## src/design/lds_pkg.sv

```systemverilog
// Shared types and codes for the LOOK disk request selector.
`timescale 1ns / 1ps

package lds_pkg;

  // Result status codes.
  typedef enum logic [1:0] {
    STAT_STORED  = 2'd0,
    STAT_DROPPED = 2'd1,
    STAT_CHOSEN  = 2'd2,
    STAT_EMPTY   = 2'd3
  } status_t;

  // Controller states.
  typedef enum logic [2:0] {
    S_IDLE,
    S_SCAN,
    S_PICK,
    S_SHIFT,
    S_RESP
  } lds_state_t;

  // Commands from the controller to the datapath.
  typedef struct packed {
    logic    capture;   // latch head and direction, clear the best candidates
    logic    add_wr;    // write the incoming request at the tail of the table
    logic    rd_en;     // read one table entry
    logic    rd_shift;  // the read belongs to the removal pass, not the scan
    logic    pick;      // latch the chosen entry
    logic    load_out;  // load the result register
    status_t status;    // status to load with the result
  } ctl_cmd_t;

endpackage

```

## src/design/lds_req_if.sv

```systemverilog
// Request channel interface: valid, ready and the request payload.
`timescale 1ns / 1ps

interface lds_req_if #(
  parameter int TRACK_BITS = 16,
  parameter int ID_BITS    = 8
);
  logic                  valid;
  logic                  ready;
  logic                  kind;
  logic [ID_BITS-1:0]    request_id;
  logic [TRACK_BITS-1:0] dest_track;
  logic [TRACK_BITS-1:0] head_track;
  logic                  dir_up;

  modport source (
    output valid, kind, request_id, dest_track, head_track, dir_up,
    input  ready
  );

  modport sink (
    input  valid, kind, request_id, dest_track, head_track, dir_up,
    output ready
  );
endinterface

```

## src/design/lds_res_if.sv

```systemverilog
// Result channel interface: valid, ready and the result payload.
`timescale 1ns / 1ps

interface lds_res_if #(
  parameter int TRACK_BITS = 16,
  parameter int ID_BITS    = 8
);
  logic                  valid;
  logic                  ready;
  logic [1:0]            status;
  logic [ID_BITS-1:0]    chosen_id;
  logic [TRACK_BITS-1:0] chosen_track;

  modport source (
    output valid, status, chosen_id, chosen_track,
    input  ready
  );

  modport sink (
    input  valid, status, chosen_id, chosen_track,
    output ready
  );
endinterface

```

## src/design/lds_datapath.sv

```systemverilog
// Datapath: request table memory, nearest-track scan and result register.
`timescale 1ns / 1ps

module lds_datapath #(
  parameter int QUEUE_DEPTH = 16,
  parameter int TRACK_BITS  = 16,
  parameter int ID_BITS     = 8,
  parameter int IDX_W       = 4
) (
  input  logic                  clk,
  input  logic                  rst_n,
  input  lds_pkg::ctl_cmd_t     cmd,
  input  logic [IDX_W-1:0]      rd_addr,
  input  logic [IDX_W-1:0]      add_addr,
  input  logic [ID_BITS-1:0]    in_request_id,
  input  logic [TRACK_BITS-1:0] in_dest_track,
  input  logic [TRACK_BITS-1:0] in_head_track,
  input  logic                  in_dir_up,
  output logic [IDX_W-1:0]      pick_idx,
  output logic [1:0]            out_status,
  output logic [ID_BITS-1:0]    out_chosen_id,
  output logic [TRACK_BITS-1:0] out_chosen_track
);
  import lds_pkg::*;

  localparam int WORD_W = ID_BITS + TRACK_BITS;

  // Table memory, one entry per pending request: {id, track}.
  logic [WORD_W-1:0] mem [QUEUE_DEPTH];

  logic [WORD_W-1:0]     rd_data_r;
  logic                  rd_valid_r;
  logic                  rd_shift_r;
  logic [IDX_W-1:0]      rd_addr_r;

  logic                  wr_en;
  logic [IDX_W-1:0]      wr_addr;
  logic [WORD_W-1:0]     wr_data;

  logic [TRACK_BITS-1:0] head_r;
  logic                  dir_r;

  logic                  up_found_r;
  logic [TRACK_BITS-1:0] up_dist_r;
  logic [IDX_W-1:0]      up_idx_r;
  logic [WORD_W-1:0]     up_word_r;
  logic                  dn_found_r;
  logic [TRACK_BITS-1:0] dn_dist_r;
  logic [IDX_W-1:0]      dn_idx_r;
  logic [WORD_W-1:0]     dn_word_r;

  logic [TRACK_BITS-1:0] rd_track;
  logic                  up_ok;
  logic                  dn_ok;
  logic [TRACK_BITS-1:0] up_dist;
  logic [TRACK_BITS-1:0] dn_dist;
  logic                  scan_eval;
  logic                  use_up;
  logic [WORD_W-1:0]     pick_word;

  logic [WORD_W-1:0]     chosen_word_r;
  logic [1:0]            out_status_r;
  logic [ID_BITS-1:0]    out_id_r;
  logic [TRACK_BITS-1:0] out_track_r;

  // Single write port: an add at the tail, or a one-down move during removal.
  always_comb begin
    wr_en   = 1'b0;
    wr_addr = add_addr;
    wr_data = {in_request_id, in_dest_track};
    if (cmd.add_wr) begin
      wr_en = 1'b1;
    end else if (rd_valid_r && rd_shift_r) begin
      wr_en   = 1'b1;
      wr_addr = rd_addr_r - IDX_W'(1);
      wr_data = rd_data_r;
    end
  end

  always_ff @(posedge clk) begin
    if (wr_en) begin
      mem[wr_addr] <= wr_data;
    end
    if (cmd.rd_en) begin
      rd_data_r <= mem[rd_addr];
      rd_addr_r <= rd_addr;
    end
  end

  // Read pipeline control.
  always_ff @(posedge clk) begin
    if (!rst_n) begin
      rd_valid_r <= 1'b0;
      rd_shift_r <= 1'b0;
    end else begin
      rd_valid_r <= cmd.rd_en;
      rd_shift_r <= cmd.rd_shift;
    end
  end

  // Side tests and distances for the entry just read.
  always_comb begin
    rd_track  = rd_data_r[TRACK_BITS-1:0];
    up_ok     = rd_track >= head_r;
    dn_ok     = rd_track <= head_r;
    up_dist   = rd_track - head_r;
    dn_dist   = head_r - rd_track;
    scan_eval = rd_valid_r && !rd_shift_r;
  end

  // Best candidate on each side; a strict compare keeps the earliest on a tie.
  always_ff @(posedge clk) begin
    if (!rst_n) begin
      up_found_r <= 1'b0;
      dn_found_r <= 1'b0;
    end else if (cmd.capture) begin
      up_found_r <= 1'b0;
      dn_found_r <= 1'b0;
    end else if (scan_eval) begin
      if (up_ok && (!up_found_r || up_dist < up_dist_r)) begin
        up_found_r <= 1'b1;
      end
      if (dn_ok && (!dn_found_r || dn_dist < dn_dist_r)) begin
        dn_found_r <= 1'b1;
      end
    end
  end

  always_ff @(posedge clk) begin
    if (cmd.capture) begin
      head_r <= in_head_track;
      dir_r  <= in_dir_up;
    end
    if (scan_eval && up_ok && (!up_found_r || up_dist < up_dist_r)) begin
      up_dist_r <= up_dist;
      up_idx_r  <= rd_addr_r;
      up_word_r <= rd_data_r;
    end
    if (scan_eval && dn_ok && (!dn_found_r || dn_dist < dn_dist_r)) begin
      dn_dist_r <= dn_dist;
      dn_idx_r  <= rd_addr_r;
      dn_word_r <= rd_data_r;
    end
  end

  // Sweep side first; fall back to the other side when it holds nothing.
  always_comb begin
    use_up    = dir_r ? up_found_r : !dn_found_r;
    pick_idx  = use_up ? up_idx_r : dn_idx_r;
    pick_word = use_up ? up_word_r : dn_word_r;
  end

  // Chosen entry and result register.
  always_ff @(posedge clk) begin
    if (cmd.pick) begin
      chosen_word_r <= pick_word;
    end
    if (cmd.load_out) begin
      out_status_r <= cmd.status;
      if (cmd.status == STAT_CHOSEN) begin
        out_id_r    <= chosen_word_r[WORD_W-1:TRACK_BITS];
        out_track_r <= chosen_word_r[TRACK_BITS-1:0];
      end else begin
        out_id_r    <= '0;
        out_track_r <= '0;
      end
    end
  end

  assign out_status       = out_status_r;
  assign out_chosen_id    = out_id_r;
  assign out_chosen_track = out_track_r;

endmodule

```

## src/design/lds_controller.sv

```systemverilog
// Controller: sequences add, scan, pick, removal and result hand-off.
`timescale 1ns / 1ps

module lds_controller #(
  parameter int QUEUE_DEPTH = 16,
  parameter int IDX_W       = 4,
  parameter int CNT_W       = 5
) (
  input  logic               clk,
  input  logic               rst_n,
  input  logic               in_valid,
  input  logic               in_kind,
  output logic               in_ready,
  output logic               out_valid,
  input  logic               out_ready,
  input  logic [IDX_W-1:0]   pick_idx,
  output lds_pkg::ctl_cmd_t  cmd,
  output logic [IDX_W-1:0]   rd_addr,
  output logic [IDX_W-1:0]   add_addr
);
  import lds_pkg::*;

  lds_state_t       state_r, state_nxt;
  logic [CNT_W-1:0] count_r, count_nxt;
  logic [CNT_W-1:0] idx_r, idx_nxt;
  logic             out_valid_r, out_valid_nxt;
  status_t          status_r, status_nxt;

  logic             accept;
  logic             slot_free;

  assign in_ready  = (state_r == S_IDLE);
  assign accept    = in_valid && in_ready;
  assign slot_free = !out_valid_r || out_ready;
  assign out_valid = out_valid_r;
  assign add_addr  = count_r[IDX_W-1:0];
  assign rd_addr   = idx_r[IDX_W-1:0];

  // State and counter registers.
  always_ff @(posedge clk) begin
    if (!rst_n) begin
      state_r     <= S_IDLE;
      count_r     <= '0;
      idx_r       <= '0;
      out_valid_r <= 1'b0;
      status_r    <= STAT_STORED;
    end else begin
      state_r     <= state_nxt;
      count_r     <= count_nxt;
      idx_r       <= idx_nxt;
      out_valid_r <= out_valid_nxt;
      status_r    <= status_nxt;
    end
  end

  // Next state and commands.
  always_comb begin
    state_nxt     = state_r;
    count_nxt     = count_r;
    idx_nxt       = idx_r;
    status_nxt    = status_r;
    out_valid_nxt = out_valid_r && !out_ready;
    cmd           = '0;
    cmd.status    = status_r;

    case (state_r)
      S_IDLE: begin
        if (accept) begin
          if (!in_kind) begin
            if (count_r == CNT_W'(QUEUE_DEPTH)) begin
              status_nxt = STAT_DROPPED;
            end else begin
              cmd.add_wr = 1'b1;
              count_nxt  = count_r + CNT_W'(1);
              status_nxt = STAT_STORED;
            end
            state_nxt = S_RESP;
          end else if (count_r == '0) begin
            status_nxt = STAT_EMPTY;
            state_nxt  = S_RESP;
          end else begin
            cmd.capture = 1'b1;
            idx_nxt     = '0;
            state_nxt   = S_SCAN;
          end
        end
      end

      // One entry read per cycle; the last is evaluated as the state ends.
      S_SCAN: begin
        if (idx_r < count_r) begin
          cmd.rd_en = 1'b1;
          idx_nxt   = idx_r + CNT_W'(1);
        end else begin
          state_nxt = S_PICK;
        end
      end

      S_PICK: begin
        cmd.pick   = 1'b1;
        idx_nxt    = CNT_W'(pick_idx) + CNT_W'(1);
        status_nxt = STAT_CHOSEN;
        state_nxt  = S_SHIFT;
      end

      // Each later entry moves down by one; the last move lands as the state ends.
      S_SHIFT: begin
        if (idx_r < count_r) begin
          cmd.rd_en    = 1'b1;
          cmd.rd_shift = 1'b1;
          idx_nxt      = idx_r + CNT_W'(1);
        end else begin
          count_nxt = count_r - CNT_W'(1);
          state_nxt = S_RESP;
        end
      end

      S_RESP: begin
        if (slot_free) begin
          cmd.load_out  = 1'b1;
          out_valid_nxt = 1'b1;
          state_nxt     = S_IDLE;
        end
      end

      default: begin
        state_nxt = S_IDLE;
      end
    endcase
  end

`ifndef SYNTHESIS
  // The fill count never passes the table depth.
  a_count_bound: assert property (@(posedge clk) disable iff (!rst_n)
    count_r <= CNT_W'(QUEUE_DEPTH))
    else $error("pending count above table depth");

  // A result is loaded only when the previous one has left or is leaving.
  a_load_free: assert property (@(posedge clk) disable iff (!rst_n)
    cmd.load_out |-> (!out_valid_r || out_ready))
    else $error("result register overwritten");

  // The chosen entry lies inside the valid part of the table.
  a_pick_range: assert property (@(posedge clk) disable iff (!rst_n)
    (state_r == S_PICK) |-> (CNT_W'(pick_idx) < count_r))
    else $error("chosen entry outside the table");

  // Removal only runs on a non-empty table and shrinks it by exactly one.
  a_shift_dec: assert property (@(posedge clk) disable iff (!rst_n)
    (state_r == S_SHIFT && state_nxt == S_RESP) |=>
      (count_r == $past(count_r) - CNT_W'(1) && $past(count_r) != '0))
    else $error("removal did not shrink the table by one");
`endif

endmodule

```

## src/design/look_disk_request_selector_unit.sv

```systemverilog
// Top level of the LOOK disk request selector.
// Add, or select on an empty table: the result is loaded once the output register is free.
// Select: the table is scanned one entry per cycle, the chosen entry is picked, and later
// entries move down one entry per cycle through the memory read port before the result is loaded.
// One request at a time; the next is taken once the result is in the output register.
// Synchronous active-low reset empties the table; table contents are not cleared.
`timescale 1ns / 1ps

module look_disk_request_selector_unit #(
  parameter int QUEUE_DEPTH = 16,
  parameter int TRACK_BITS  = 16,
  parameter int ID_BITS     = 8
) (
  input  logic      clk,
  input  logic      rst_n,
  lds_req_if.sink   in_req,
  lds_res_if.source out_res
);
  import lds_pkg::*;

  localparam int IDX_W = (QUEUE_DEPTH > 1) ? $clog2(QUEUE_DEPTH) : 1;
  localparam int CNT_W = $clog2(QUEUE_DEPTH + 1);

  ctl_cmd_t         cmd;
  logic [IDX_W-1:0] rd_addr;
  logic [IDX_W-1:0] add_addr;
  logic [IDX_W-1:0] pick_idx;

  lds_controller #(
    .QUEUE_DEPTH (QUEUE_DEPTH),
    .IDX_W       (IDX_W),
    .CNT_W       (CNT_W)
  ) u_ctrl (
    .clk       (clk),
    .rst_n     (rst_n),
    .in_valid  (in_req.valid),
    .in_kind   (in_req.kind),
    .in_ready  (in_req.ready),
    .out_valid (out_res.valid),
    .out_ready (out_res.ready),
    .pick_idx  (pick_idx),
    .cmd       (cmd),
    .rd_addr   (rd_addr),
    .add_addr  (add_addr)
  );

  lds_datapath #(
    .QUEUE_DEPTH (QUEUE_DEPTH),
    .TRACK_BITS  (TRACK_BITS),
    .ID_BITS     (ID_BITS),
    .IDX_W       (IDX_W)
  ) u_dp (
    .clk              (clk),
    .rst_n            (rst_n),
    .cmd              (cmd),
    .rd_addr          (rd_addr),
    .add_addr         (add_addr),
    .in_request_id    (in_req.request_id),
    .in_dest_track    (in_req.dest_track),
    .in_head_track    (in_req.head_track),
    .in_dir_up        (in_req.dir_up),
    .pick_idx         (pick_idx),
    .out_status       (out_res.status),
    .out_chosen_id    (out_res.chosen_id),
    .out_chosen_track (out_res.chosen_track)
  );

endmodule
```

## src/flat_wrapper.sv

```systemverilog
// flat-port wrapper written by rule: the top's interface ports become plain ports
module look_disk_request_selector_unit_flat import lds_pkg::*;
#(
  parameter int QUEUE_DEPTH = 16,
  parameter int TRACK_BITS  = 16,
  parameter int ID_BITS     = 8
)
  (clk, rst_n, in_req_valid, in_req_kind, in_req_request_id, in_req_dest_track, in_req_head_track, in_req_dir_up, in_req_ready, out_res_valid, out_res_status, out_res_chosen_id, out_res_chosen_track, out_res_ready);
  lds_req_if #(.TRACK_BITS(TRACK_BITS), .ID_BITS(ID_BITS)) in_req_i ();
  lds_res_if #(.TRACK_BITS(TRACK_BITS), .ID_BITS(ID_BITS)) out_res_i ();
  input  logic clk;
  input  logic rst_n;
  input wire logic [$bits(in_req_i.valid)-1:0] in_req_valid;
  input wire logic [$bits(in_req_i.kind)-1:0] in_req_kind;
  input wire logic [$bits(in_req_i.request_id)-1:0] in_req_request_id;
  input wire logic [$bits(in_req_i.dest_track)-1:0] in_req_dest_track;
  input wire logic [$bits(in_req_i.head_track)-1:0] in_req_head_track;
  input wire logic [$bits(in_req_i.dir_up)-1:0] in_req_dir_up;
  output wire logic [$bits(in_req_i.ready)-1:0] in_req_ready;
  output wire logic [$bits(out_res_i.valid)-1:0] out_res_valid;
  output wire logic [$bits(out_res_i.status)-1:0] out_res_status;
  output wire logic [$bits(out_res_i.chosen_id)-1:0] out_res_chosen_id;
  output wire logic [$bits(out_res_i.chosen_track)-1:0] out_res_chosen_track;
  input wire logic [$bits(out_res_i.ready)-1:0] out_res_ready;
  assign in_req_i.valid = in_req_valid;
  assign in_req_i.kind = in_req_kind;
  assign in_req_i.request_id = in_req_request_id;
  assign in_req_i.dest_track = in_req_dest_track;
  assign in_req_i.head_track = in_req_head_track;
  assign in_req_i.dir_up = in_req_dir_up;
  assign in_req_ready = in_req_i.ready;
  assign out_res_valid = out_res_i.valid;
  assign out_res_status = out_res_i.status;
  assign out_res_chosen_id = out_res_i.chosen_id;
  assign out_res_chosen_track = out_res_i.chosen_track;
  assign out_res_i.ready = out_res_ready;
  look_disk_request_selector_unit #(.QUEUE_DEPTH(QUEUE_DEPTH), .TRACK_BITS(TRACK_BITS), .ID_BITS(ID_BITS)) u_core (.clk(clk), .rst_n(rst_n), .in_req(in_req_i), .out_res(out_res_i));
endmodule
```

## config.mk

```make
export PLATFORM = sky130hd
export DESIGN_NAME = look_disk_request_selector_unit_flat
export DESIGN_NICKNAME = d
export VERILOG_FILES = /design/src/design/lds_pkg.sv /design/src/design/lds_req_if.sv /design/src/design/lds_res_if.sv /design/src/design/lds_datapath.sv /design/src/design/lds_controller.sv /design/src/design/look_disk_request_selector_unit.sv /design/src/flat_wrapper.sv
export SDC_FILE = /design/constraint.sdc
export NUM_CORES = 1
export LEC_CHECK = 0
export BUFFER_PORTS_ARGS = -buffer_cell sky130_fd_sc_hd__clkbuf_2
export CAP_MARGIN = 0
export CELL_PAD_IN_SITES_DETAIL_PLACEMENT = 2
export CELL_PAD_IN_SITES_GLOBAL_PLACEMENT = 2
export CORE_ASPECT_RATIO = 2
export CORE_MARGIN = 3
export CORE_UTILIZATION = 43
export CTS_BUF_LIST = sky130_fd_sc_hd__clkbuf_16
export CTS_CLUSTER_DIAMETER = 120
export DETAILED_ROUTE_END_ITERATION = 10
export PLACE_DENSITY_LB_ADDON = 0.1
export SYNTH_ARGS = -nofsm -noshare
export SYNTH_HDL_FRONTEND = slang
export SYNTH_HIERARCHICAL = 1
export SYNTH_SLANG_ARGS = --single-unit
```

## constraint.sdc

```tcl
create_clock -name clk -period 6.6 [get_ports clk]
set_input_delay 0 -clock clk [delete_from_list [all_inputs] [get_ports clk]]
set_output_delay 0 -clock clk [all_outputs]
set_load 0.005 [all_outputs]
```

# Word-level counts from Yosys, hierarchy flattened
# Memory sizes are Yosys's and may differ from the RTL's. A register that Yosys moved wholly into a read port is not among the register bits.
# Index checks and enable logic that the tools add are counted.
op_classes:
  n_addsub: 7
  n_lt_le_gt_ge: 5
  n_eq_ne: 16
  n_mux: 47
  bitwise: 1
  n_reduce_logical: 32
ops:
  columns: ["operator", "count"]
  rows:
  - ["2-to-1 mux 24 bit", 3]
  - ["2-to-1 mux 5 bit", 8]
  - ["< comparator 16 bit", 2]
  - ["subtractor 16 bit", 2]
  - ["2-to-1 mux 3 bit", 6]
  - ["greater-or-equal comparator 16 bit", 1]
  - ["less-or-equal comparator 16 bit", 1]
  - ["2-to-1 mux 1 bit", 16]
  - ["one-hot mux 3 bit (5 select lines)", 1]
  - ["one-hot mux 5 bit (3 select lines)", 1]
  - ["inequality test 2 bit (second input constant)", 7]
  - ["2-to-1 mux 2 bit", 6]
  - ["2-to-1 mux 4 bit", 3]
  - ["adder 5 x 1 -> 5 bit (second input constant)", 2]
  - ["logical AND 1 bit", 10]
  - ["one-hot mux 5 bit (2 select lines)", 1]
  - ["AND reduction 5 bit", 2]
  - ["== test 3 x 2 -> 1 bit (second input constant)", 2]
  - ["AND reduction 2 bit", 3]
  - ["adder 4 x 1 -> 5 bit (second input constant)", 1]
  - ["== test 5 bit (second input constant)", 1]
  - ["zero test 1 bit", 5]
  - ["zero test 5 bit", 1]
  - ["< comparator 5 bit", 1]
  - ["17 further kinds", 22]
totals:
  regBits: 179
  mem_bits_rw: 384
  inputBits: 46
  output_inout_bits: 28
  memories: 1
mem_list:
  columns: ["memory", "depth", "width", "rd", "rd_clocked_by_memory_dff", "write_ports", "line_no", "text"]
  rows:
  - ["u_core.u_dp.mem", 16, 24, 1, 1, 1, "lds_datapath.sv:29", "logic [WORD_W-1:0] mem [QUEUE_DEPTH];"]

# Logic depth before layout (Yosys ltp)
# Gate-level depths: netlist of the first run.
logic_depth:
  depth_word: 8
  mapped_depth: 17

# By module
# Netlist of the first run, hierarchy kept.
by_module_without_submodules:
  columns: ["mod", "n_inst", "cells_per_inst", "area_each_um2", "seq_area_each_um2"]
  rows:
  - ["lds_datapath", 1, 1215, 23358.7, 17106.4]
  - ["lds_controller", 1, 156, 1257.5, 320.3]

# Worst setup path before layout of the first run
# No wires, ideal clock.
synth_timing:
  path_type: "register to register"
  start: "register u_core.u_dp.rd_data_r[1] (read register of u_core.u_dp.mem)"
  end: "register u_core.u_dp.up_dist_r[0], enable pin"
  setup_time_ns: 0.518
  arrival_time_ns: 6.539
  path_slack_ns: -0.457
  stages_incl_launch_ff: 14
  n_path_buf: 0
  period_less_slack_ns: 7.057
  cell_sequence: "edfxtp_1 -> inv_1 -> ha_1 -> nor2b_1 -> o31a_1 -> o31a_1 -> o21a_1 -> o21a_1 -> a2111oi_1 -> ha_1 -> a211o_1 -> nor3_1 -> o21ai_0 -> a221oi_1"
synth_between:
  elab_chain_cells: 4
  elab_cells_between_ends: 6
  cone_classes: "add/sub (1); order compare (2); reduce/logical (3)"
synth_lines:
  columns: ["item", "line_no", "text"]
  rows:
  - ["from (decl)", "lds_datapath.sv:31", "logic [WORD_W-1:0] rd_data_r;"]
  - ["subtractor 16 bit", "lds_datapath.sv:106", "up_dist = rd_track - head_r;"]
  - ["via u_core.u_dp.up_dist[9]", "lds_datapath.sv:55", "logic [TRACK_BITS-1:0] up_dist;"]
  - ["< comparator 16 bit", "lds_datapath.sv:134", "if (scan_eval && up_ok && (!up_found_r || up_dist < up_dist_r)) begin"]
  - ["logical OR 1 bit", "lds_datapath.sv:134", null]
  - ["logical AND 1 bit", "lds_datapath.sv:134", null]
  - ["to (signal assigned)", "lds_datapath.sv:135", "up_dist_r <= up_dist;"]
  - ["to (decl)", "lds_datapath.sv:44", "logic [TRACK_BITS-1:0] up_dist_r;"]
# The timed path passes the listed nets, and every way through them passes these cells.
# A chain may end at the register's enable or synchronous reset.

# Worst setup path in the final report of the first run
layout_timing:
  start: "register u_core.u_dp.head_r[0]"
  end: "register u_core.u_dp.dn_dist_r[12], enable pin"
layout_between:
  elab_chain_cells: 4
  elab_cells_between_ends: 6
  cone_classes: "add/sub (1); order compare (2); reduce/logical (3)"
layout_lines:
  columns: ["item", "line_no", "text"]
  rows:
  - ["from (decl)", "lds_datapath.sv:40", "logic [TRACK_BITS-1:0] head_r;"]
  - ["from (signal assigned)", "lds_datapath.sv:131", "head_r <= in_head_track;"]
  - ["subtractor 16 bit", "lds_datapath.sv:107", "dn_dist = head_r - rd_track;"]
  - ["via u_core.u_dp.dn_dist[12]", "lds_datapath.sv:56", "logic [TRACK_BITS-1:0] dn_dist;"]
  - ["< comparator 16 bit", "lds_datapath.sv:139", "if (scan_eval && dn_ok && (!dn_found_r || dn_dist < dn_dist_r)) begin"]
  - ["logical OR 1 bit", "lds_datapath.sv:139", null]
  - ["logical AND 1 bit", "lds_datapath.sv:139", null]
  - ["to (signal assigned)", "lds_datapath.sv:140", "dn_dist_r <= dn_dist;"]
  - ["to (decl)", "lds_datapath.sv:48", "logic [TRACK_BITS-1:0] dn_dist_r;"]
# The timed path passes the listed nets, and every way through them passes these cells.

==> metrics.cfg, run 1 <==
[cts]
post_cts_buffers = 0
clock_latency_ns = 0.60
numCtsBuffers = 52
cts_root_buf = clkbuf_16
cts.sinks = 587
cts_buffer_depth = 3
cts.reportedPaths.clkPinSlew_ns = 0.07
htreeDepth = 2
cts_tree = yes

[synthesis]
synth_compound_area_share_pct = 4.84
async_flop_share_pct = 0
yosys.area_share.simple_pct = 4.01
syn-cell-area_um2 = 24600
synth_edf_count = 567
synth_xor_area_share_pct = 1.03
synth_fp_nets = 1490
syn_avg_cell_area_um2 = 18.0
ys_top_cells_by_area = edfxtp_1 69%, mux4_2 11%, ha_1 3.6%
yosysUniqueCellTypes = 70
yosys_warnings = 6
yosysTopAreaCell = edfxtp_1
synth_top_family_by_area = multiplexers
synthMuxAreaShare_pct = 12.9
synthAdderAreaFrac_pct = 3.80
synthFlopType = edfxtp_1
netlist_instances = 1371
ys_seq_area_share_pct = 70.8
synth_top_area_share_pct = 69.2
ys_seq_elements = 587

[timing]
worst_slew_margin_rel_pct = 19.4
hold_viol_final = 0
max_slew.worst_pin.slew_ns = 1.20
period_share_pct = 76.1
skew_ns = 0.0159
maxSlewViolCount = 0
fin_crit_ns = 5.02
rsz0062_at_grt = false
setup_tns_ns = 0
max_freq_ghz = 0.199
setup_viol = 0

[layout]
nFillCells = 5174
most-common-layout-cells = 567 x edfxtp_1, 120 x mux4_2, 89 x inv_1
fin_nets = 1635
fin_cells = 2310
area_growth_pct = 14.4
drive_gt1_share_pct = 25.3
final_common_cell = edfxtp_1
diodes = 0

[grt]
grtUsageMet3_pct = 2.25
grt_first_pass_wirelength_um = 101000
grt_max_degree = 101
antenna_found_initial = 2
grt_pass1_vias = 14700
gr-total-overflow = 0
grt_usage_pct = 23.0
met2_usage_pct = 42.8
met1_usage_pct = 28.2
grt.busiest_layer = met2

[die]
rows = 123
die-area_um2 = 60300
core_area_um2 = 56500
io_pins = 74
die_h_um = 344
initial_utilization_pct = 43.6
die_w_um = 175

[routing]
ant_nets = 0
drc = 0
via_count = 13100
drt-pass1-iter-count = 4
wirelength_um = 67900
routed_via_density = 5.66
post_drt_wl_per_cell_um = 29.4
drtIter0Drc = 997

[place]
dp_hpwl_um = 42400
place_inst = 2172
gp_congestion = 0.785
port_buffers = 73

[setup_path]
start_kind = flop
crit_type = flop to flop
end_kind = flop
worstPathRequired_ns = 6.88
cp_max_fo = 30
worst-endpoint-arrival_ns = 5.31
ff2ff_path_depth = 18

[min_path]
worstHoldPathType = input pin to flop
hold_depth = 4

[power_and_ir_drop]
p_per_area_nw_per_um2 = 276
ir_drop_mv = 0.227
p_leak_nw = 9.53
finalPower_mw = 7.78

[flow_run]
maxCapViolations = 0

[status]
status = finished clean

==> power breakdown <==
group,internal (mW),switching [mW],total (mW)
Sequential,4.14,0.0326,4.17
Combinational,0.188,0.265,0.452
Clock,1.74,1.41,3.16
Total,6.07,1.71,7.78
==> layout make-up <==
cell class	instances	area, um2	share of cell area (%)
tap	750	938	3.33
sequential	587	17400	61.9
timing repair buffer	155	1090	3.88
clock inverter	45	424	1.51
clock buffer	53	1330	4.71
multi-input combinational	638	6640	23.6
inverter	82	308	1.09
==> metal layers <==
layer  share of wire, %  wire length [um]  vias to the layer above
li1                   -                 -                     5683
met1                 39             26400                     6997
met2                 55             37300                      288
met3                3.3              2270                       98
met4                2.9              1970                        0
met5                  0                 0                        -
==> cells by family after synthesis <==
logic type,after synthesis
AO/OA/AOI/OAI,178
XOR/XNOR,29
adder cells (fa/ha/maj),73
buffers and inverters,146
flip-flops,587
multiplexers,162
AND/OR/NAND/NOR,196
==> Yosys cell counts, types with 3 or more instances <==
cell	n
a211oi_1	6
a21boi_1	5
a21o_1	17
a21oi_1	40
a22o_1	4
a31oi_1	3
and2_1	28
and3_1	3
buf_1	7
buf_2	17
buf_4	9
buf_6	6
clkbuf_1	25
dfxtp_1	20
edfxtp_1	567
fa_1	3
ha_1	70
inv_1	82
mux2_2	38
mux4_2	120
nand2_1	46
nand2b_1	8
nand3_1	12
nand3b_1	4
nand4_1	10
nor2_1	50
nor2b_1	8
nor3_1	10
nor4_1	4
o211ai_1	5
o21a_1	11
o21ai_0	38
o21ai_1	9
o21bai_1	3
o31a_1	3
o31ai_1	3
or3_1	4
xnor2_1	19
xor2_1	10
==> critical path: stages, from the launching register on <==
cell      delay, ns
edfxtp_1       0.39
inv_1          0.07
ha_1           0.15
inv_1          0.08
fa_1           0.44
a211oi_1       0.41
o21ai_1        0.20
a31oi_1        0.29
o21ai_1        0.15
a221oi_1       0.37
xnor2_1        0.14
ha_1           0.20
a21o_1         0.18
a21o_1         0.18
a21oi_1        0.13
o21ai_0        0.09
nand2_1        0.06
and3_2         0.77
buf_4          0.39
==> final timing paths <==
check	endpoint	from	slack, ns
worst max-delay path	u_core/u_dp/dn_dist_r[12]$_DFFE_PP_	u_core/u_dp/head_r[0]$_DFFE_PP_	1.58
worst min-delay path	u_core/u_dp/mem[0][0]$_DFFE_PP_	in_req_dest_track[0]	0.05
worst max register to register	u_core/u_dp/dn_dist_r[12]$_DFFE_PP_	u_core/u_dp/head_r[0]$_DFFE_PP_	1.58
worst min register to register	u_core/u_dp/out_status[1]$_DFFE_PP_	u_core/u_ctrl/status_r[1]$_SDFFE_PN0P_	0.50
==> sequential cells by signal (all words and copies together), names as in the netlist, 4 cells and up <==
| register | count |
|---|---|
| u_core/u_dp/up_idx_r | 4 |
| u_core/u_dp/rd_addr_r | 4 |
| u_core/u_dp/dn_idx_r | 4 |
| u_core/u_dp/out_chosen_id | 8 |
| u_core/u_dp/mem | 384 |
| u_core/u_dp/head_r | 16 |
| u_core/u_dp/rd_data_r | 24 |
| u_core/u_dp/up_word_r | 24 |
| u_core/u_dp/up_dist_r | 16 |
| u_core/u_dp/chosen_word_r | 24 |
| u_core/u_dp/dn_dist_r | 16 |
| u_core/u_dp/out_chosen_track | 16 |
| u_core/u_ctrl/count_r | 5 |
| u_core/u_ctrl/idx_r | 5 |
| u_core/u_dp/dn_word_r | 24 |
==> per-stage QoR <==
step / instance area, um2 / utilization (%) / hold WS (ns) / setup WS, ns
5_1_grt: 28200 / 49.9 / 0.0578 / 1.24
4_1_cts: 28200 / 49.9 / 0.00700 / 1.49
2_1_floorplan: 24600 / - / 0.0989 / 0.981
3_5_place_dp: 26000 / 46.1 / 0.180 / 1.52
3_3_place_gp: 26000 / 46.1 / 0.183 / 1.74
6_report: 28200 / 49.9 / 0.0480 / 1.58
==> timing repair <==
action / 4_1_cts / 5_1_grt
hold buffers: 40 / 0
resized for setup: 0 / 0
hold endpoints to repair: 277 / 0
(Power assumes the default switching activity.)
==> run 2: changes to the inputs <==
==> constraint.sdc (replaced) <==
create_clock -name clk -period 4.5 [get_ports clk]
set_input_delay 0 -clock clk [delete_from_list [all_inputs] [get_ports clk]]
set_output_delay 0 -clock clk [all_outputs]
set_load 0.005 [all_outputs]
==> run 2 against run 1 <==
Against the previous run: register-to-register slack worse by 1.3 ns; non-clock buffer count is 13 higher; cell count is 0.61% higher; fmax is 18% higher; power is 45% higher; cell area is 0.52% higher; clock power is 43% higher; die area stayed put; critical path depth is 3 lower; critical path type unchanged; largest cell class unchanged; largest power group unchanged; highest routed layer unchanged.
==> metrics.cfg, run 2 (synthesis results as in run 1) <==
[setup_path]
worst-endpoint-arrival_ns = 4.54
end_kind = flop
cp_max_fo = 26
crit_type = flop to flop
worstPathRequired_ns = 4.80
start_kind = flop

[flow_run]
maxCapViolations = 0

[power_and_ir_drop]
finalPower_mw = 11.3
p_leak_nw = 9.60
ir_drop_mv = 0.346
p_per_area_nw_per_um2 = 400

[place]
dpl-instance-area_um2 = 26200
port_buffers = 73
dp_hpwl_um = 42500
gp_congestion = 0.769

[layout]
drive_gt1_share_pct = 25.9
postLayoutCoreUtil_pct = 50.1
nFillCells = 5090
largest_reg_flops = 384
area_growth_pct = 15.0
largest_register = u_core/u_dp/mem
post-route-cell-area_um2 = 28300
most-common-layout-cells = 567 x edfxtp_1, 120 x mux4_2, 91 x inv_1
fin_nets = 1650
final_common_cell = edfxtp_1

[routing]
post_drt_wl_per_cell_um = 29.4
wirelength_um = 68200
drtIter0Drc = 757
routed_via_density = 5.64
drt-pass1-iter-count = 5
via_count = 13100
drc = 0
ant_nets = 0

[cts]
clock_latency_ns = 0.62
cts_root_buf = clkbuf_16
cts_tree = yes
post_cts_buffers = 0
cts.sinks = 587
htreeDepth = 2
cts.reportedPaths.clkPinSlew_ns = 0.07
numCtsBuffers = 54
cts_buffer_depth = 3

[grt]
gr-total-overflow = 0
grt_first_pass_wirelength_um = 101000
antenna_found_initial = 1
grt_pass1_vias = 14900
grt_max_degree = 54
grt_usage_pct = 23.0

[timing]
setup_viol = 0
max_freq_ghz = 0.236
worst_slew_margin_rel_pct = 25.3
skew_ns = 0.0255
hold_viol_final = 0
maxSlewViolCount = 0
max_slew.worst_pin.slew_ns = 1.12
fin_crit_ns = 4.24
worst_hold_slack_ns = 0.0422
rsz0062_at_grt = false
period_share_pct = 94.2

[die]
core_area_um2 = 56500
io_pins = 74
rows = 123
die-area_um2 = 60300
die_w_um = 175
initial_utilization_pct = 43.6
die_h_um = 344

[status]
status = finished clean

[min_path]
worstHoldPathType = input pin to flop

-- run 2: changes by cell type in the layout (fill, tap and decap cells not counted), sizes merged --
cell	previous run	this run
buf	42	53
clkinvlp	10	5
clkinv	19	23
bufinv	7	4
inv	91	94
dlygate4sd3	40	42
clkbuf	126	127
diode	0	1
-- run 2: report_power, final --
part | total (mW) | switching, mW | internal [mW]
logic | 0.675 | 0.392 | 0.283
registers | 6.12 | 0.0499 | 6.07
clock network | 4.52 | 2.10 | 2.42
-- run 2: metal layers --
layer  wire [um]  global-route usage (%)
met3        2360                    2.82
met2       37800                    43.3
met5           0                       0
met1       26100                    27.3
met4        2030                    7.04
-- run 2: cell type report --
cell class / count / area [um2] / share of cell area, %
Sequential cell: 587 / 17400 / 61.6
Multi-Input combinational cell: 638 / 6690 / 23.6
Clock buffer: 54 / 1350 / 4.77
Timing Repair Buffer: 168 / 1240 / 4.37
Tap cell: 750 / 938 / 3.32
Clock inverter: 44 / 344 / 1.22
Inverter: 82 / 308 / 1.09
Antenna cell: 1 / 2.50 / 0.00884
-- run 2: path summary, 6_finish.rpt --
path | start | to | slack (ns) | cells past startpoint
worst max-delay path | u_core/u_dp/rd_data_r[0]$_DFFE_PP_ | u_core/u_dp/up_word_r[11]$_DFFE_PP_ | 0.26 | 15
worst max register to register | u_core/u_dp/rd_data_r[0]$_DFFE_PP_ | u_core/u_dp/up_word_r[11]$_DFFE_PP_ | 0.26 | 15
worst min-delay path | in_req_dest_track[2] | u_core/u_dp/mem[0][2]$_DFFE_PP_ | 0.04 | 4
worst min register to register | u_core/u_ctrl/status_r[1]$_SDFFE_PN0P_ | u_core/u_dp/out_status[1]$_DFFE_PP_ | 0.50 | 0
-- run 2: metrics by stage --
stage / std cells / TNS [ns] / setup slack (ns)
floorplan: 1371 / -1.36 / -0.0309
global placement: 2182 / 0 / 0.252
detailed placement: 2183 / 0 / 0.141
CTS: 2323 / 0 / 0.0921
global route: 2323 / 0 / 0.0139
finish: 2324 / 0 / 0.259
-- run 2: what timing repair did --
action | CTS | global route
hold endpoints to repair | 316 | 0
setup endpoints to repair | 0 | 71
hold buffers | 42 | 0
gates resized for setup | 0 | 4
-- run 2: critical path, stage by stage (launching register included) --
cell      delay (ns)
edfxtp_1        0.44
inv_1           0.10
ha_2            0.21
inv_1           0.06
fa_2            0.37
a211oi_1        0.32
o21ai_2         0.15
o31ai_4         0.31
o31ai_2         0.13
a2111o_1        0.42
o311ai_1        0.12
ha_1            0.31
a21oi_1         0.25
o21ai_2         0.12
a221oi_4        0.38
buf_12          0.25
==> run 3: changes to the inputs <==
--- a/config.mk
+++ b/config.mk
@@ -11,7 +11,7 @@
 export CELL_PAD_IN_SITES_GLOBAL_PLACEMENT = 2
 export CORE_ASPECT_RATIO = 2
 export CORE_MARGIN = 3
-export CORE_UTILIZATION = 43
+export CORE_UTILIZATION = 40
 export CTS_BUF_LIST = sky130_fd_sc_hd__clkbuf_16
 export CTS_CLUSTER_DIAMETER = 120
 export DETAILED_ROUTE_END_ITERATION = 10
==> run 3 against run 2 <==
Against the previous run: combinational power fell by 1%; register-to-register slack hardly changed; sequential power hardly changed; via count is 1.4% lower; critical endpoint is now u_core/u_dp/up_dist_r[9]$_DFFE_PP_; largest power group unchanged.
==> metrics.cfg, run 3 (synthesis results as in run 1) <==
[layout]
post-route-cell-area_um2 = 28600
fin_cells = 2363
final_common_cell = edfxtp_1
largest_reg_flops = 384
drive_gt1_share_pct = 26.7
nFillCells = 5686
area_growth_pct = 16.1
fin_nets = 1657
most-common-layout-cells = 567 x edfxtp_1, 120 x mux4_2, 91 x inv_1
largest_register = u_core/u_dp/mem

[setup_path]
crit_family = compound AO/OA/AOI/OAI gates
crit_path_max_incr_delay_ns = 0.45
slowest_stage = ha_1
end_kind = flop
crit_buf_inv = 3
worst-endpoint-arrival_ns = 4.52
crit_type = flop to flop
worstPathCellList = inv_1, ha_1, o21a_1, o31a_1, o31a_1, o21a_1, o21a_1, a2111oi_2, ha_1, a211o_1, a21oi_1, or3_1, o21ai_2, a221oi_4, buf_4, buf_8
cp_max_fo = 20
crit_top_cell = o21a_1
worstPathRequired_ns = 4.79
start_kind = flop

[routing]
routed_via_density = 5.47
post_drt_wl_per_cell_um = 28.2
drtIter0Drc = 805
ant_nets = 0
drc = 0
wirelength_um = 66700
via_count = 12900
drt-pass1-iter-count = 5

[timing]
max_freq_ghz = 0.236
rsz0062_at_grt = false
fin_ws_ns = 0.265
worst_slew_margin_rel_pct = 20.6
setup_viol = 0
setup_tns_ns = 0
skew_ns = 0.0245
maxSlewViolCount = 0
fin_crit_ns = 4.23
period_share_pct = 94.1
max_slew.worst_pin.slew_ns = 1.19
hold_viol_final = 0

[cts]
cts_root_buf = clkbuf_16
cts.reportedPaths.clkPinSlew_ns = 0.08
htreeDepth = 2
cts_buffer_depth = 3
numCtsBuffers = 53
cts.sinks = 587
clock_latency_ns = 0.61
cts_tree = yes

[grt]
grt_first_pass_wirelength_um = 98800
grt_max_degree = 44
gr-total-overflow = 0
grt_usage_pct = 20.7
antenna_found_initial = 1
grt_pass1_vias = 14700

[place]
dp_hpwl_um = 42300
gp_congestion = 0.796
place_ws_ns = 0.147
place_inst = 2216
port_buffers = 73
dpl-instance-area_um2 = 26300

[power_and_ir_drop]
p_per_area_nw_per_um2 = 406
finalPower_mw = 11.6
p_leak_nw = 9.73
ir_drop_mv = 0.345

[die]
io_pins = 74
initial_utilization_pct = 40.4
die_w_um = 181
die-area_um2 = 64700
core_area_um2 = 60900
die_h_um = 357
rows = 128

[flow_run]
maxCapViolations = 0

[status]
status = finished clean

[min_path]
worstHoldPathType = input pin to flop

run 3: tightest hold or removal path, stage by stage:
cell	delay (ns)
clkbuf_2	0.08
nand2_1	0.07
o21ai_0	0.09
buf_4	0.23
run 3: metrics by stage:
stage / hold slack (ns) / utilization (%)
6_report: 0.0276 / 47.0
5_1_grt: 0.0438 / 46.9
4_1_cts: 0.00480 / 46.9
3_5_place_dp: 0.179 / 43.1
3_3_place_gp: 0.182 / 43.1
2_1_floorplan: 0.0989 / -
run 3: final cells by class:
type,count,area [um2],area share (%)
Inverter,82,308,1.08
Antenna cell,1,2.50,0.00876
Tap cell,780,976,3.42
Clock inverter,45,482,1.69
Multi-Input combinational cell,638,6690,23.4
Sequential cell,587,17400,61.0
Timing Repair Buffer,176,1330,4.64
Clock buffer,54,1350,4.73
run 3: layer usage:
metal / vias to the layer above / wire length (um) / GRT usage [%]
met5: - / 0 / 0
met4: 0 / 1640 / 5.48
met3: 79 / 2290 / 2.49
met2: 253 / 37400 / 39.7
met1: 6875 / 25400 / 24.3
li1: 5729 / - / -
run 3: path summary, 6_finish.rpt:
kind | from | endpoint | slack (ns) | depth (start not counted)
max | u_core/u_dp/rd_data_r[2]$_DFFE_PP_ | u_core/u_dp/up_dist_r[9]$_DFFE_PP_ | 0.27 | 16
min | in_req_dest_track[14] | u_core/u_dp/mem[6][14]$_DFFE_PP_ | 0.03 | 4
max reg2reg | u_core/u_dp/rd_data_r[2]$_DFFE_PP_ | u_core/u_dp/up_dist_r[9]$_DFFE_PP_ | 0.27 | 16
min reg2reg | u_core/u_ctrl/status_r[1]$_SDFFE_PN0P_ | u_core/u_dp/out_status[1]$_DFFE_PP_ | 0.50 | 0
run 3: power by group:
group | switching [mW] | internal [mW] | total, mW
sequential | 0.0488 | 6.07 | 6.11
combinational | 0.382 | 0.287 | 0.668
clock | 2.10 | 2.72 | 4.82
total | 2.53 | 9.07 | 11.6
run 3: timing repair:
item / 4_1_cts / 5_1_grt
setup endpoints to repair: 0 / 85
buffers inserted: 0 / 3
endpoints found under the hold margin: 333 / 0
hold buffers: 43 / 0
resized for setup: 0 / 5
